### src/hdl/rle_pkg.sv
// Shared types and constants for the run-length encoder.
package rle_pkg;

  localparam int SAMPLE_W = 16;
  localparam int RUN_W    = 16;

  // A run emits literals until it holds this many samples.
  localparam logic [RUN_W:0] RUN_LITERALS = 17'd3;

  // Output queue geometry.
  localparam int QUEUE_DEPTH = 4;
  localparam int PTR_W       = 2;
  localparam int QCNT_W      = 3;
  // A sample may be encoded only while the queue holds at most this many words.
  localparam logic [QCNT_W-1:0] QUEUE_ROOM_MAX = 3'd2;

  // Number of words one sample pushes into the queue.
  localparam logic [1:0] PUSH_NONE = 2'd0;
  localparam logic [1:0] PUSH_ONE  = 2'd1;
  localparam logic [1:0] PUSH_TWO  = 2'd2;

  typedef struct packed {
    logic signed [SAMPLE_W-1:0] code_word;
    logic                       is_repeat_count;
    logic                       last_word;
  } code_t;

  typedef struct packed {
    logic [1:0] num;
    code_t      w0;
    code_t      w1;
  } push_t;

endpackage

### src/hdl/rle_channels.sv
// Handshake channel interfaces for the sample input and the code word output.
interface rle_sample_if import rle_pkg::*; ();
  logic                       valid;
  logic                       ready;
  logic signed [SAMPLE_W-1:0] sample_value;
  logic                       end_of_stream;

  modport source (output valid, output sample_value, output end_of_stream, input ready);
  modport sink   (input valid, input sample_value, input end_of_stream, output ready);
endinterface

interface rle_code_if import rle_pkg::*; ();
  logic                       valid;
  logic                       ready;
  logic signed [SAMPLE_W-1:0] code_word;
  logic                       is_repeat_count;
  logic                       last_word;

  modport source (output valid, output code_word, output is_repeat_count,
                  output last_word, input ready);
  modport sink   (input valid, input code_word, input is_repeat_count,
                  input last_word, output ready);
endinterface

### src/hdl/run_length_encoder_unit.sv
// Run-length encoder: samples in, literal and repeat-count words out.
//
// samples channel: one signed 16-bit sample per word, end_of_stream on the
// final sample of a stream. codes channel: literal samples and repeat-count
// words (count minus three, capped at MAX_EXTRA), last_word on the final
// word of a stream.
// A sample is caught in an input register; once the queue has room it is
// encoded and its zero, one or two words are written into a four-word
// queue, whose oldest word drives codes.
// One sample is accepted every cycle while the queue holds two or fewer
// words; the queue drains one word per cycle while codes.ready is high,
// so a sample ending a long run (count word plus literal) can stall input.
// A receiver stall fills the queue and then holds the input register,
// dropping samples.ready; nothing is lost.
// Reset (synchronous, rst high) empties the queue and input register and
// clears the run state, so the next sample starts a new stream.
module run_length_encoder_unit import rle_pkg::*; #(
  parameter int MAX_EXTRA = 32767
) (
  input  logic       clk,
  input  logic       rst,
  rle_sample_if.sink samples,
  rle_code_if.source codes
);

  push_t push;
  logic  room;

  rle_core #(
    .MAX_EXTRA (MAX_EXTRA)
  ) u_core (
    .clk     (clk),
    .rst     (rst),
    .samples (samples),
    .room    (room),
    .push    (push)
  );

  rle_queue u_queue (
    .clk   (clk),
    .rst   (rst),
    .push  (push),
    .room  (room),
    .codes (codes)
  );

endmodule

### src/hdl/rle_core.sv
// Input register, run tracking state and the per-sample encode logic.
module rle_core import rle_pkg::*; #(
  parameter int MAX_EXTRA = 32767
) (
  input  logic         clk,
  input  logic         rst,
  rle_sample_if.sink   samples,
  input  logic         room,
  output push_t        push
);

  localparam logic [RUN_W:0] CAP_COUNT = (RUN_W+1)'(MAX_EXTRA + 3);
  localparam logic signed [SAMPLE_W-1:0] CAP_WORD = SAMPLE_W'(MAX_EXTRA);

  // input register
  logic                       held;
  logic signed [SAMPLE_W-1:0] held_sample;
  logic                       held_eos;

  // run state
  logic signed [SAMPLE_W-1:0] previous_sample;
  logic [RUN_W-1:0]           run_length;
  logic                       stream_started;

  logic           fire;
  logic [RUN_W:0] cnt_inc;
  logic [RUN_W:0] cnt_next;
  code_t          lit;
  code_t          cnt_word;
  push_t          words;

  assign fire          = held && room;
  assign samples.ready = !held || fire;

  always_ff @(posedge clk) begin
    if (rst) begin
      held <= 1'b0;
    end else if (samples.ready) begin
      held <= samples.valid;
    end
    if (samples.ready && samples.valid) begin
      held_sample <= samples.sample_value;
      held_eos    <= samples.end_of_stream;
    end
  end

  assign cnt_inc = {1'b0, run_length} + 17'd1;

  always_comb begin
    lit      = '{code_word: held_sample, is_repeat_count: 1'b0, last_word: 1'b0};
    cnt_word = '{code_word: '0, is_repeat_count: 1'b1, last_word: 1'b0};
    words    = '{num: PUSH_NONE, w0: lit, w1: lit};
    cnt_next = {1'b0, run_length};
    if (!stream_started || run_length == '0) begin
      words.num = PUSH_ONE;
      cnt_next  = 17'd1;
    end else if (held_sample == previous_sample) begin
      if (cnt_inc >= CAP_COUNT) begin
        // run hit the cap: flush it, next sample is a literal
        cnt_word.code_word = CAP_WORD;
        words.w0  = cnt_word;
        words.num = PUSH_ONE;
        cnt_next  = '0;
      end else begin
        cnt_next = cnt_inc;
        if (cnt_inc <= RUN_LITERALS) begin
          words.num = PUSH_ONE;
        end
        if (held_eos && cnt_inc >= RUN_LITERALS) begin
          cnt_word.code_word = SAMPLE_W'(cnt_inc - RUN_LITERALS);
          if (words.num == PUSH_ONE) begin
            words.w1  = cnt_word;
            words.num = PUSH_TWO;
          end else begin
            words.w0  = cnt_word;
            words.num = PUSH_ONE;
          end
        end
      end
    end else begin
      cnt_next = 17'd1;
      if ({1'b0, run_length} >= RUN_LITERALS) begin
        cnt_word.code_word = SAMPLE_W'({1'b0, run_length} - RUN_LITERALS);
        words.w0  = cnt_word;
        words.w1  = lit;
        words.num = PUSH_TWO;
      end else begin
        words.num = PUSH_ONE;
      end
    end
    if (held_eos) begin
      if (words.num == PUSH_TWO) begin
        words.w1.last_word = 1'b1;
      end else begin
        words.w0.last_word = 1'b1;
      end
    end
    push = words;
    if (!fire) begin
      push.num = PUSH_NONE;
    end
  end

  always_ff @(posedge clk) begin
    if (rst) begin
      previous_sample <= '0;
      run_length      <= '0;
      stream_started  <= 1'b0;
    end else if (fire) begin
      if (held_eos) begin
        previous_sample <= '0;
        run_length      <= '0;
        stream_started  <= 1'b0;
      end else begin
        previous_sample <= held_sample;
        run_length      <= cnt_next[RUN_W-1:0];
        stream_started  <= 1'b1;
      end
    end
  end

endmodule

### src/hdl/rle_queue.sv
// Four-word output queue taking up to two words per cycle, one out per cycle while codes.ready is high.
module rle_queue import rle_pkg::*; (
  input  logic       clk,
  input  logic       rst,
  input  push_t      push,
  output logic       room,
  rle_code_if.source codes
);

  code_t             mem [QUEUE_DEPTH];
  logic [PTR_W-1:0]  wr_ptr;
  logic [PTR_W-1:0]  rd_ptr;
  logic [QCNT_W-1:0] count;
  logic              pop;
  code_t             head;

  assign room  = count <= QUEUE_ROOM_MAX;
  assign pop   = codes.valid && codes.ready;
  assign head  = mem[rd_ptr];

  assign codes.valid           = count != '0;
  assign codes.code_word       = head.code_word;
  assign codes.is_repeat_count = head.is_repeat_count;
  assign codes.last_word       = head.last_word;

  always_ff @(posedge clk) begin
    if (push.num != PUSH_NONE) begin
      mem[wr_ptr] <= push.w0;
    end
    if (push.num == PUSH_TWO) begin
      mem[wr_ptr + PTR_W'(1)] <= push.w1;
    end
  end

  always_ff @(posedge clk) begin
    if (rst) begin
      wr_ptr <= '0;
      rd_ptr <= '0;
      count  <= '0;
    end else begin
      wr_ptr <= wr_ptr + PTR_W'(push.num);
      if (pop) begin
        rd_ptr <= rd_ptr + PTR_W'(1);
      end
      count <= count + QCNT_W'(push.num) - QCNT_W'(pop);
    end
  end

endmodule

### src/flat_wrapper.sv
// flat-port wrapper written by rule: the top's interface ports become plain ports
module run_length_encoder_unit_flat import rle_pkg::*;
#(
  parameter int MAX_EXTRA = 32767
)
  (clk, rst, samples_valid, samples_sample_value, samples_end_of_stream, samples_ready, codes_valid, codes_code_word, codes_is_repeat_count, codes_last_word, codes_ready);
  rle_sample_if samples_i ();
  rle_code_if codes_i ();
  input  logic clk;
  input  logic rst;
  input wire logic [$bits(samples_i.valid)-1:0] samples_valid;
  input wire logic [$bits(samples_i.sample_value)-1:0] samples_sample_value;
  input wire logic [$bits(samples_i.end_of_stream)-1:0] samples_end_of_stream;
  output wire logic [$bits(samples_i.ready)-1:0] samples_ready;
  output wire logic [$bits(codes_i.valid)-1:0] codes_valid;
  output wire logic [$bits(codes_i.code_word)-1:0] codes_code_word;
  output wire logic [$bits(codes_i.is_repeat_count)-1:0] codes_is_repeat_count;
  output wire logic [$bits(codes_i.last_word)-1:0] codes_last_word;
  input wire logic [$bits(codes_i.ready)-1:0] codes_ready;
  assign samples_i.valid = samples_valid;
  assign samples_i.sample_value = samples_sample_value;
  assign samples_i.end_of_stream = samples_end_of_stream;
  assign samples_ready = samples_i.ready;
  assign codes_valid = codes_i.valid;
  assign codes_code_word = codes_i.code_word;
  assign codes_is_repeat_count = codes_i.is_repeat_count;
  assign codes_last_word = codes_i.last_word;
  assign codes_i.ready = codes_ready;
  run_length_encoder_unit #(.MAX_EXTRA(MAX_EXTRA)) u_core (.clk(clk), .rst(rst), .samples(samples_i), .codes(codes_i));
endmodule
### config.mk
export PLATFORM = sky130hd
export DESIGN_NAME = run_length_encoder_unit_flat
export DESIGN_NICKNAME = d
export VERILOG_FILES = /design/src/hdl/rle_pkg.sv /design/src/hdl/rle_channels.sv /design/src/hdl/run_length_encoder_unit.sv /design/src/hdl/rle_core.sv /design/src/hdl/rle_queue.sv /design/src/flat_wrapper.sv
export SDC_FILE = /design/constraint.sdc
export NUM_CORES = 1
export LEC_CHECK = 0
export ABC_AREA = 1
export ABC_CLOCK_PERIOD_IN_PS = 12300
export BUFFER_PORTS_ARGS = -buffer_cell sky130_fd_sc_hd__buf_2
export CORE_UTILIZATION = 30
export CTS_BUF_LIST = sky130_fd_sc_hd__clkbuf_4 sky130_fd_sc_hd__clkbuf_8
export CTS_CLUSTER_DIAMETER = 120
export CTS_CLUSTER_SIZE = 28
export DETAILED_ROUTE_END_ITERATION = 12
export PLACE_DENSITY = 0.41
export SLEW_MARGIN = 10
export SYNTH_ARGS = -nofsm -noshare
export SYNTH_HDL_FRONTEND = slang
export SYNTH_HIERARCHICAL = 1
export SYNTH_SLANG_ARGS = --single-unit
### constraint.sdc
create_clock -name clk -period 12.3 [get_ports clk]
set_input_delay 2.46 -clock clk [delete_from_list [all_inputs] [get_ports clk]]
set_output_delay 2.46 -clock clk [all_outputs]
set_load 0.02 [all_outputs]
==> results of run 1 <==
[cell type report]
cell class                 instances  area [um^2]  area share (%)
multi-input combinational        790         4210            45.4
sequential                       132         3530            38.1
tap                              372          465            5.02
inverter                          99          378            4.08
timing repair buffer              50          275            2.97
clock buffer                      19          249            2.69
clock inverter                    13          156            1.69
[layer usage]
layer,vias up,track usage [%]
li1,3604,-
met1,3207,25.2
met2,186,28.9
met3,28,2.82
met4,0,6.62
met5,-,0
[state kept, by name, summed over array words and instances, names as in the netlist, named ones only]
| signal | cells |
|---|---|
| u_core/u_core/held_eos | 1 |
| u_core/u_queue/rd_ptr | 2 |
| u_core/u_core/previous_sample | 16 |
| u_core/u_queue/mem | 72 |
| u_core/u_queue/count | 3 |
| u_core/u_core/run_length | 16 |
| u_core/u_core/held_sample | 16 |
| u_core/u_core/stream_started | 1 |
| u_core/u_core/held | 1 |
| u_core/u_queue/wr_ptr | 2 |
[per-stage QoR]
step | total power, W | util (%) | hold slack (ns) | std cells
finish | 0.00124 | 34.1 | 0.467 | 1475
global route | 0.00132 | 34.1 | 0.499 | 1475
CTS | 0.00127 | 34.1 | 0.470 | 1475
detailed placement | 0.000872 | 32.6 | 0.457 | 1443
global placement | 0.000872 | 32.6 | 0.457 | 1443
floorplan | 0.000762 | - | 0.445 | 1069
[cells by family (layout without fill, tap and decap cells)]
family / count (synthesis) / after routing
AO/OA/AOI/OAI: 220 / 220
buffers and inverters: 147 / 181
AND/OR/NAND/NOR: 522 / 522
adder cells (fa/ha/maj): 12 / 12
flip-flops: 132 / 132
XOR/XNOR: 36 / 36
[critical path, cell delays in order, from the launching register on]
cell	delay [ns]
dfxtp_1	0.51
inv_1	0.16
ha_1	0.37
inv_1	0.09
nor2_1	0.06
nor2_1	0.19
nand3_1	0.22
nor2_4	0.25
nand3_1	0.18
nand2_1	0.12
a21oi_1	0.08
ha_1	0.29
nand2_1	0.08
nand2_1	0.08
a21oi_1	0.55
nor2_1	0.36
o31ai_4	0.96
[worst max-delay path by stage]
stage                                     start                         to  slack (ns)  cells after the start
floorplan           u_core/u_core/run_length[0]   u_core/u_queue/mem[0][0]        7.53                     16
global placement    u_core/u_core/run_length[0]   u_core/u_queue/mem[0][8]        7.43                     16
detailed placement  u_core/u_core/run_length[0]  u_core/u_queue/mem[0][11]        7.33                     16
CTS                 u_core/u_core/run_length[0]  u_core/u_queue/mem[0][16]        7.27                     16
global route        u_core/u_core/run_length[0]  u_core/u_queue/mem[0][16]        6.92                     16
finish              u_core/u_core/run_length[0]  u_core/u_queue/mem[0][15]        7.34                     16
[cells in the mapped netlist, types with 2 or more instances]
| master | count | area [um^2] |
|---|---|---|
| buf_2 | 7 | 35.0 |
| edfxtp_1 | 89 | 2670 |
| inv_4 | 2 | 12.5 |
| buf_4 | 4 | 30.0 |
| inv_1 | 92 | 345 |
| inv_2 | 4 | 15.0 |
| o22ai_1 | 19 | 119 |
| xor2_1 | 33 | 289 |
| or2_2 | 2 | 12.5 |
| o31ai_1 | 6 | 45.0 |
| o21ai_2 | 44 | 385 |
| nand3_4 | 5 | 87.6 |
| buf_8 | 2 | 30.0 |
| nor2_8 | 2 | 40.0 |
| a31oi_1 | 2 | 12.5 |
| nand3_2 | 4 | 40.0 |
| nor4_1 | 2 | 12.5 |
| nor2_4 | 5 | 56.3 |
| clkbuf_1 | 21 | 78.8 |
| nor2_1 | 107 | 402 |
| nand2_2 | 8 | 50.1 |
| nand4_1 | 28 | 175 |
| ha_1 | 11 | 138 |
| nor2_2 | 6 | 37.5 |
| nand3_1 | 39 | 195 |
| a21oi_1 | 59 | 295 |
| o21ai_1 | 33 | 165 |
| o21ai_0 | 52 | 260 |
| nor3_1 | 5 | 25.0 |
| dfxtp_1 | 43 | 861 |
| buf_6 | 12 | 135 |
| nand2_1 | 304 | 1140 |
[power by group through the flow]
stage          Sequential (W)  Clock [W]  Combinational [W]
4_1_cts              0.000541   0.000402           0.000322
3_3_place_gp         0.000552          0           0.000320
2_1_floorplan        0.000539          0           0.000222
5_1_grt              0.000545   0.000420           0.000354
3_5_place_dp         0.000551          0           0.000321
6_report             0.000541   0.000388           0.000316
==> impl_metrics.py, run 1 <==
metrics = {
    "clocking": {
        "cts_buffer_depth": 2,
        "cts_resized": 0,
        "clk_latency_ns": 0.45,
        "root_buffer": "clkbuf_8",
        "htree_levels": 4,
        "path_clk_slew_ns": 0.08,
        "cts_setup_buffers": 0,
        "cts_tree": "built",
        "ctsHoldBuffers": 0,
        "cts_buffers": 17,
        "cts.sinks": 132,
    },
    "route": {
        "drc_errors": 0,
        "viasPerCell": 4.76,
        "drt-met1-wl_um": 12200,
        "wl_per_cell_um": 17.1,
        "ant_nets": 0,
        "dr.first_iter.drc_count": 454,
        "wirelength_um": 25200,
        "dr_total_vias": 7025,
        "firstDrtPassIters": 5,
        "dr_wl_met3_um": 977,
        "topRoutingLayerUsed": "met4",
        "wl_met2_um": 11300,
    },
    "synthesis": {
        "synth_edf_count": 89,
        "ys_warn_count": 6,
        "syn_nets": 1102,
        "synth-seq-cells": 132,
        "netlist_instances": 1069,
        "syn_avg_cell_area_um2": 7.85,
        "seq_area_frac_synth_pct": 42.1,
        "muxShareOfSynthArea_pct": 0,
        "synthesis.area_mm2": 0.00840,
        "synth-simple-area-share_pct": 27.6,
        "synth-xor-area-share_pct": 4.07,
        "synth_top_family_by_area": "simple AND/OR/NAND/NOR gates",
        "synth-async-reset-ratio_pct": 0,
        "synthAdderAreaFrac_pct": 1.88,
        "synth_compound_area_share_pct": 15.9,
        "ys.flop_type": "edfxtp_1",
        "synth.distinct_cells": 49,
    },
    "cells_and_area": {
        "final_common_cell": "nand2_1",
        "synthToLayoutAreaGrowth_pct": 10.4,
        "stdcell_area_mm2": 0.00927,
        "fin_nets": 1123,
        "diodes": 0,
        "drive_above_1_share_pct": 15.8,
        "fillers": 2915,
        "layout.cells.most_common_list": "nand2_1 (304), nor2_1 (106), inv_1 (92), edfxtp_1 (89), a21oi_1 (59)",
    },
    "timing": {
        "fin_setup_tns_ns": 0,
        "maxSlewViolCount": 0,
        "rsz0062_at_grt": "false",
        "tightest_slew_ns": 1.12,
        "period_needed_ns": 4.96,
        "setup_ws_ns": 7.34,
        "max_freq_ghz": 0.202,
        "period_share_pct": 40.3,
        "final.setup_skew_ns": 0.0170,
        "relSlewSlack_pct": 25.3,
        "hold_viol_final": 0,
        "setup_viol": 0,
    },
    "pwr": {
        "power.share.sequential_pct": 43.4,
        "p_int_w": 0.000813,
        "irDropWorstVdd_uv": 56.3,
        "switching_share_pct": 34.6,
        "power.net_switching_w": 0.000431,
        "combPwrFrac_pct": 25.4,
        "clkPwrFrac_pct": 31.2,
        "pwr_density_cell_mw_per_mm2": 134,
        "p_leak_nw": 3.83,
    },
    "setup_path": {
        "worst-endpoint-required_ns": 12.35,
        "reg2reg_depth": 16,
        "arrival_ns": 5.01,
        "start_kind": "flop",
        "critPathKind": "flop to flop",
        "regToRegStartpoint": "u_core/u_core/run_length[0]",
        "end_kind": "flop",
        "r2r_setup_slack_ns": 7.34,
        "timing.rr.end": "u_core/u_queue/mem[0][15]",
        "cp_max_fo": 18,
    },
    "floorplanning": {
        "die_y_um": 169,
        "core_area_mm2": 0.0272,
        "die_area_mm2": 0.0287,
        "ios": 41,
        "die-width_um": 169,
        "rows": 60,
        "start_util_pct": 30.9,
    },
    "place": {
        "gp_congestion": 0.844,
        "placed_area_mm2": 0.00886,
        "port-buffer-count": 40,
        "dp_slack_ns": 7.33,
        "place_hpwl_um": 18200,
    },
    "grt": {
        "first_global_vias": 6641,
        "grt_start_max_net_pins": 39,
        "antenna_found_initial": 0,
        "grt_use_total_pct": 18.3,
        "grt_pass1_wl_um": 39500,
        "overflow": 0,
    },
    "flow_run": {
        "maxCapViolations": 0,
    },
    "min_path": {
        "worstHoldPathCells": 2,
        "min_path_type": "flop to flop",
        "hold_end": "u_core/u_core/stream_started",
        "hold_start": "u_core/u_core/stream_started",
    },
    "run_status": {
        "status": "complete, no violations",
    },
}
Power figures use the tool's default switching activity.
==> inputs of run 2 (changes only) <==
--- a/config.mk
+++ b/config.mk
@@ -6,14 +6,14 @@
 export NUM_CORES = 1
 export LEC_CHECK = 0
 export ABC_AREA = 1
-export ABC_CLOCK_PERIOD_IN_PS = 12300
+export ABC_CLOCK_PERIOD_IN_PS = 4400
 export BUFFER_PORTS_ARGS = -buffer_cell sky130_fd_sc_hd__buf_2
 export CORE_UTILIZATION = 30
 export CTS_BUF_LIST = sky130_fd_sc_hd__clkbuf_4 sky130_fd_sc_hd__clkbuf_8
 export CTS_CLUSTER_DIAMETER = 120
 export CTS_CLUSTER_SIZE = 28
 export DETAILED_ROUTE_END_ITERATION = 12
-export PLACE_DENSITY = 0.41
+export PLACE_DENSITY = 0.42
 export SLEW_MARGIN = 10
 export SYNTH_ARGS = -nofsm -noshare
 export SYNTH_HDL_FRONTEND = slang
==> constraint.sdc (replaced) <==
create_clock -name clk -period 4.4 [get_ports clk]
set_input_delay 0.88 -clock clk [delete_from_list [all_inputs] [get_ports clk]]
set_output_delay 0.88 -clock clk [all_outputs]
set_load 0.02 [all_outputs]
==> run 2 against run 1 <==
Setup slack got worse by 7.0 ns. Sequential share of layout area fell by 1.1 points. Critical path type unchanged. Largest power group unchanged. Non-clock buffer count increased by 30.
==> impl_metrics.py, run 2 (synthesis results as in run 1) <==
metrics = {
    "clocking": {
        "ctsHoldBuffers": 0,
        "clk_latency_ns": 0.46,
        "cts_tree": "built",
        "cts.sinks": 132,
        "cts_buffers": 17,
        "root_buffer": "clkbuf_8",
        "cts_buffer_depth": 2,
        "path_clk_slew_ns": 0.09,
        "htree_levels": 4,
    },
    "cells_and_area": {
        "drive_above_1_share_pct": 18.4,
        "fin_util_pct": 35.1,
        "largest_reg_flops": 72,
        "instances_no_fill": 1505,
        "fillers": 2926,
        "final_common_cell": "nand2_1",
        "fin_nets": 1153,
        "layout.cells.most_common_list": "nand2_1 (304), nor2_1 (106), inv_1 (92), edfxtp_1 (89), a21oi_1 (59)",
        "regMostFlops": "u_core/u_queue/mem",
        "diodes": 0,
        "regArea_mm2": 0.00353,
        "synthToLayoutAreaGrowth_pct": 13.7,
        "multi_input_area_mm2": 0.00422,
    },
    "setup_path": {
        "reg2reg_depth": 22,
        "start_kind": "flop",
        "crit_path_top_delay_cell": "dfxtp_1",
        "end_kind": "flop",
        "cp_common_cell": "nand2_1",
        "critical_path.max_stage_delay_ns": 0.43,
        "arrival_ns": 4.37,
        "cp_max_fo": 8,
        "worst-endpoint-required_ns": 4.75,
        "path_cells": "ha_1 -> nand2_1 -> nor2_8 -> nand3_1 -> nand2_1 -> nand2_1 -> nor2_2 -> nand2_1 -> nor2_1 -> nand3_1 -> nand2_1 -> a21oi_1 -> ha_1 -> nand2_1 -> nand2_1 -> a21oi_1 -> buf_4 -> ha_1 -> fa_1 -> or2_2 -> a21oi_1 -> nor2_1",
        "critPathKind": "flop to flop",
    },
    "pwr": {
        "pwr_density_cell_mw_per_mm2": 374,
        "irDropWorstVdd_uv": 139,
        "p_leak_nw": 3.99,
    },
    "floorplanning": {
        "die_y_um": 169,
        "start_util_pct": 30.9,
        "ios": 41,
        "core_area_mm2": 0.0272,
        "die_area_mm2": 0.0287,
        "die-width_um": 169,
        "rows": 60,
    },
    "min_path": {
        "worstHoldPathCells": 2,
        "min_path_type": "flop to flop",
    },
    "route": {
        "viasPerCell": 4.78,
        "ant_nets": 0,
        "wirelength_um": 25800,
        "firstDrtPassIters": 5,
        "dr.first_iter.drc_count": 440,
        "drc_errors": 0,
        "wl_per_cell_um": 17.2,
        "dr_total_vias": 7198,
    },
    "timing": {
        "period_needed_ns": 4.03,
        "maxSlewViolCount": 0,
        "rsz0062_at_grt": "false",
        "period_share_pct": 91.5,
        "final.setup_skew_ns": 0.0174,
        "tightest_slew_ns": 0.913,
        "hold_viol_final": 0,
        "hold_slack_ns": 0.470,
        "max_freq_ghz": 0.248,
        "relSlewSlack_pct": 39.1,
        "setup_viol": 0,
    },
    "grt": {
        "first_global_vias": 6838,
        "grt_pass1_wl_um": 40300,
        "antenna_found_initial": 0,
        "grt_start_max_net_pins": 39,
        "grt_use_total_pct": 18.6,
        "overflow": 0,
    },
    "flow_run": {
        "maxCapViolations": 0,
    },
    "run_status": {
        "status": "complete, no violations",
    },
    "place": {
        "placed_cells": 1467,
        "gp_congestion": 0.884,
        "place_hpwl_um": 18900,
        "port-buffer-count": 40,
    },
}
-- run 2: critical path: cells and delay by family, from the launching register on --
family                   cells  cell delay, ns
AO/OA/AOI/OAI                3            0.29
adder cells (fa/ha/maj)      4            1.10
buffers and inverters        1            0.19
flip-flops                   1            0.43
AND/OR/NAND/NOR             14            1.91
-- run 2: final cells by class --
cell class	instances	area share [%]
clock buffers	18	2.53
clock inverters	14	1.98
inverters	99	3.96
multi-input cells	790	44.1
flip-flops and latches	132	37.0
well taps	372	4.87
repair buffers	80	5.50
-- run 2: per-stage QoR --
step / total power, W / cell area, um^2 / TNS, ns / setup slack [ns]
2_1_floorplan: 0.00213 / 8400 / -26.35 / -0.366
3_3_place_gp: 0.00244 / 9050 / 0 / 0.290
3_5_place_dp: 0.00244 / 9050 / 0 / 0.220
4_1_cts: 0.00361 / 9480 / 0 / 0.174
5_1_grt: 0.00377 / 9550 / 0 / 0.0330
6_report: 0.00357 / 9550 / 0 / 0.372
-- run 2: metal layers --
layer / track usage (%) / up-vias / part of all wire (%)
met5: 0 / - / 0
met4: 7.40 / 0 / 2.3
met3: 3.13 / 33 / 3.6
met2: 29.7 / 156 / 46
met1: 25.0 / 3340 / 48
li1: - / 3669 / -
-- run 2: worst paths after layout --
path,end,from,slack (ns)
max,u_core/u_queue/count[2],u_core/u_core/run_length[0],0.37
min,u_core/u_core/stream_started,u_core/u_core/stream_started,0.47
max reg2reg,u_core/u_queue/count[2],u_core/u_core/run_length[0],0.37
min reg2reg,u_core/u_core/stream_started,u_core/u_core/stream_started,0.47
-- run 2: where the power goes --
| group | switching [W] | total, W | leakage, nW | internal (W) |
|---|---|---|---|---|
| clock | 0.000562 | 0.00115 | 0.213 | 0.000586 |
| sequential | 0.0000794 | 0.00151 | 1.17 | 0.00143 |
| combinational | 0.000614 | 0.000913 | 2.61 | 0.000299 |
| total | 0.00125 | 0.00357 | 3.99 | 0.00232 |
-- run 2: timing repair --
action                     in CTS  in global routing
gates resized for setup         0                  2
setup endpoints to repair       0                  6
setup buffers                   0                  6
==> inputs of run 3 (changes only) <==
--- a/config.mk
+++ b/config.mk
@@ -8,12 +8,14 @@
 export ABC_AREA = 1
 export ABC_CLOCK_PERIOD_IN_PS = 4400
 export BUFFER_PORTS_ARGS = -buffer_cell sky130_fd_sc_hd__buf_2
+export CELL_PAD_IN_SITES_DETAIL_PLACEMENT = 1
+export CELL_PAD_IN_SITES_GLOBAL_PLACEMENT = 2
 export CORE_UTILIZATION = 30
 export CTS_BUF_LIST = sky130_fd_sc_hd__clkbuf_4 sky130_fd_sc_hd__clkbuf_8
 export CTS_CLUSTER_DIAMETER = 120
 export CTS_CLUSTER_SIZE = 28
 export DETAILED_ROUTE_END_ITERATION = 12
-export PLACE_DENSITY = 0.42
+export PLACE_DENSITY = 0.65
 export SLEW_MARGIN = 10
 export SYNTH_ARGS = -nofsm -noshare
 export SYNTH_HDL_FRONTEND = slang
==> run 3 against run 2 <==
Critical path type unchanged. Combinational power decreased by 0.8%. Sequential power about the same. Die area did not move. Non-clock buffer count grew 2. Power shrank 0.25%.
==> impl_metrics.py, run 3 (synthesis results as in run 1) <==
metrics = {
    "place": {
        "place_hpwl_um": 20200,
        "port-buffer-count": 40,
        "gp_congestion": 0.826,
    },
    "grt": {
        "grt_start_max_net_pins": 39,
        "antenna_found_initial": 0,
        "first_global_vias": 7343,
        "grt_use_total_pct": 19.7,
        "overflow": 0,
        "grt_pass1_wl_um": 42800,
    },
    "setup_path": {
        "cp_max_fo": 8,
        "worst-endpoint-required_ns": 4.76,
        "arrival_ns": 4.35,
        "start_kind": "flop",
        "critPathKind": "flop to flop",
        "end_kind": "flop",
        "r2r_setup_slack_ns": 0.41,
    },
    "cells_and_area": {
        "final_common_cell": "nand2_1",
        "largest_reg_flops": 72,
        "drive_above_1_share_pct": 18.4,
        "fin_nets": 1155,
        "regMostFlops": "u_core/u_queue/mem",
        "fin_util_pct": 35.1,
        "diodes": 0,
        "synthToLayoutAreaGrowth_pct": 13.5,
        "layout.cells.most_common_list": "nand2_1 (304), nor2_1 (105), inv_1 (92), edfxtp_1 (89), a21oi_1 (59)",
    },
    "timing": {
        "setup_viol": 0,
        "period_needed_ns": 3.99,
        "max_freq_ghz": 0.251,
        "rsz0062_at_grt": "false",
        "maxSlewViolCount": 0,
        "tightest_slew_ns": 0.815,
        "final.setup_skew_ns": 0.0156,
        "relSlewSlack_pct": 45.7,
        "period_share_pct": 90.7,
        "hold_slack_ns": 0.479,
        "hold_viol_final": 0,
        "fin_setup_tns_ns": 0,
    },
    "pwr": {
        "pwr_density_cell_mw_per_mm2": 374,
        "power.share.sequential_pct": 42.3,
        "clkPwrFrac_pct": 32.3,
        "p_int_w": 0.00231,
        "p_leak_nw": 3.99,
        "switching_share_pct": 35.1,
        "combPwrFrac_pct": 25.4,
        "irDropWorstVdd_uv": 163,
        "power.net_switching_w": 0.00125,
        "total_power_w": 0.00356,
    },
    "route": {
        "firstDrtPassIters": 4,
        "drc_errors": 0,
        "wirelength_um": 27100,
        "dr.first_iter.drc_count": 374,
        "dr_total_vias": 7236,
        "ant_nets": 0,
        "wl_per_cell_um": 18.0,
        "viasPerCell": 4.80,
    },
    "clocking": {
        "cts_buffers": 17,
        "htree_levels": 4,
        "cts_buffer_depth": 2,
        "cts.sinks": 132,
        "ctsHoldBuffers": 0,
        "root_buffer": "clkbuf_8",
        "clk_latency_ns": 0.46,
        "cts_resized": 0,
        "cts_tree": "built",
        "path_clk_slew_ns": 0.09,
        "cts_setup_buffers": 0,
    },
    "run_status": {
        "status": "complete, no violations",
    },
    "flow_run": {
        "maxCapViolations": 0,
    },
    "floorplanning": {
        "die_y_um": 169,
        "rows": 60,
        "ios": 41,
        "start_util_pct": 30.9,
        "die-width_um": 169,
        "core_area_mm2": 0.0272,
        "die_area_mm2": 0.0287,
    },
    "min_path": {
        "min_path_type": "flop to flop",
    },
}
run 3: cell types whose count changed in the layout (fill, tap and decap cells not counted), moves of 2 or more:
cell     delta
buf_4       +2
inv_6       -2
o31ai_2     +2
o31ai_4     -2
run 3: critical path, stage by stage (launching register included):
cell and delay (ns):
dfxtp_1 0.44, ha_1 0.24, nand2_1 0.16, nor2_8 0.18, nand3_1 0.12, nand2_1 0.08
nand2_1 0.08, nor2_2 0.14, nand2_1 0.11, nor2_1 0.19, nand3_1 0.12, nand2_1 0.14
a21oi_1 0.09, ha_1 0.28, nand2_1 0.05, nand2_1 0.07, a21oi_1 0.10, buf_4 0.20
ha_1 0.21, fa_1 0.39, or2_2 0.32, a21oi_1 0.14, nor2_1 0.06
run 3: per-layer routing:
layer	global-route usage (%)	vias up	wire, um
met1	26.9	3466	13300
met2	33.4	81	13000
met3	2.38	17	584
met4	3.76	0	224
li1	-	3672	-
met5	0	-	0
run 3: worst paths after layout:
check                                   startpoint                          endpoint  cells after the start
hold / removal    u_core/u_core/previous_sample[9]  u_core/u_core/previous_sample[9]                      2
setup reg to reg       u_core/u_core/run_length[1]           u_core/u_queue/count[2]                     22
setup / recovery       u_core/u_core/run_length[1]           u_core/u_queue/count[2]                     22
hold reg to reg   u_core/u_core/previous_sample[9]  u_core/u_core/previous_sample[9]                      2
run 3: area by class of cell:
| type | instances | area [um^2] |
|---|---|---|
| fill | 3372 | 17600 |
| multi-input combinational | 790 | 4190 |
| sequential | 132 | 3530 |
| timing repair buffer | 82 | 532 |
| tap | 372 | 465 |
| inverter | 99 | 378 |
| clock buffer | 19 | 255 |
| clock inverter | 13 | 171 |
run 3: power groups by stage:
stage          Sequential (W)  Combinational [W]  Clock (W)
5_1_grt               0.00152            0.00102    0.00123
4_1_cts               0.00151           0.000920    0.00118
3_5_place_dp          0.00154           0.000916          0
2_1_floorplan         0.00151           0.000622          0
6_report              0.00151           0.000906    0.00115
3_3_place_gp          0.00154           0.000903          0
run 3: metrics by stage:
step / instances / cell area (um^2) / worst slack, ns
final: 1507 / 9530 / 0.410
after global routing: 1507 / 9530 / 0.0156
after floorplan: 1069 / 8400 / -0.366
after CTS: 1507 / 9500 / 0.196
after global placement: 1475 / 9080 / 0.297
after detailed placement: 1475 / 9080 / 0.227
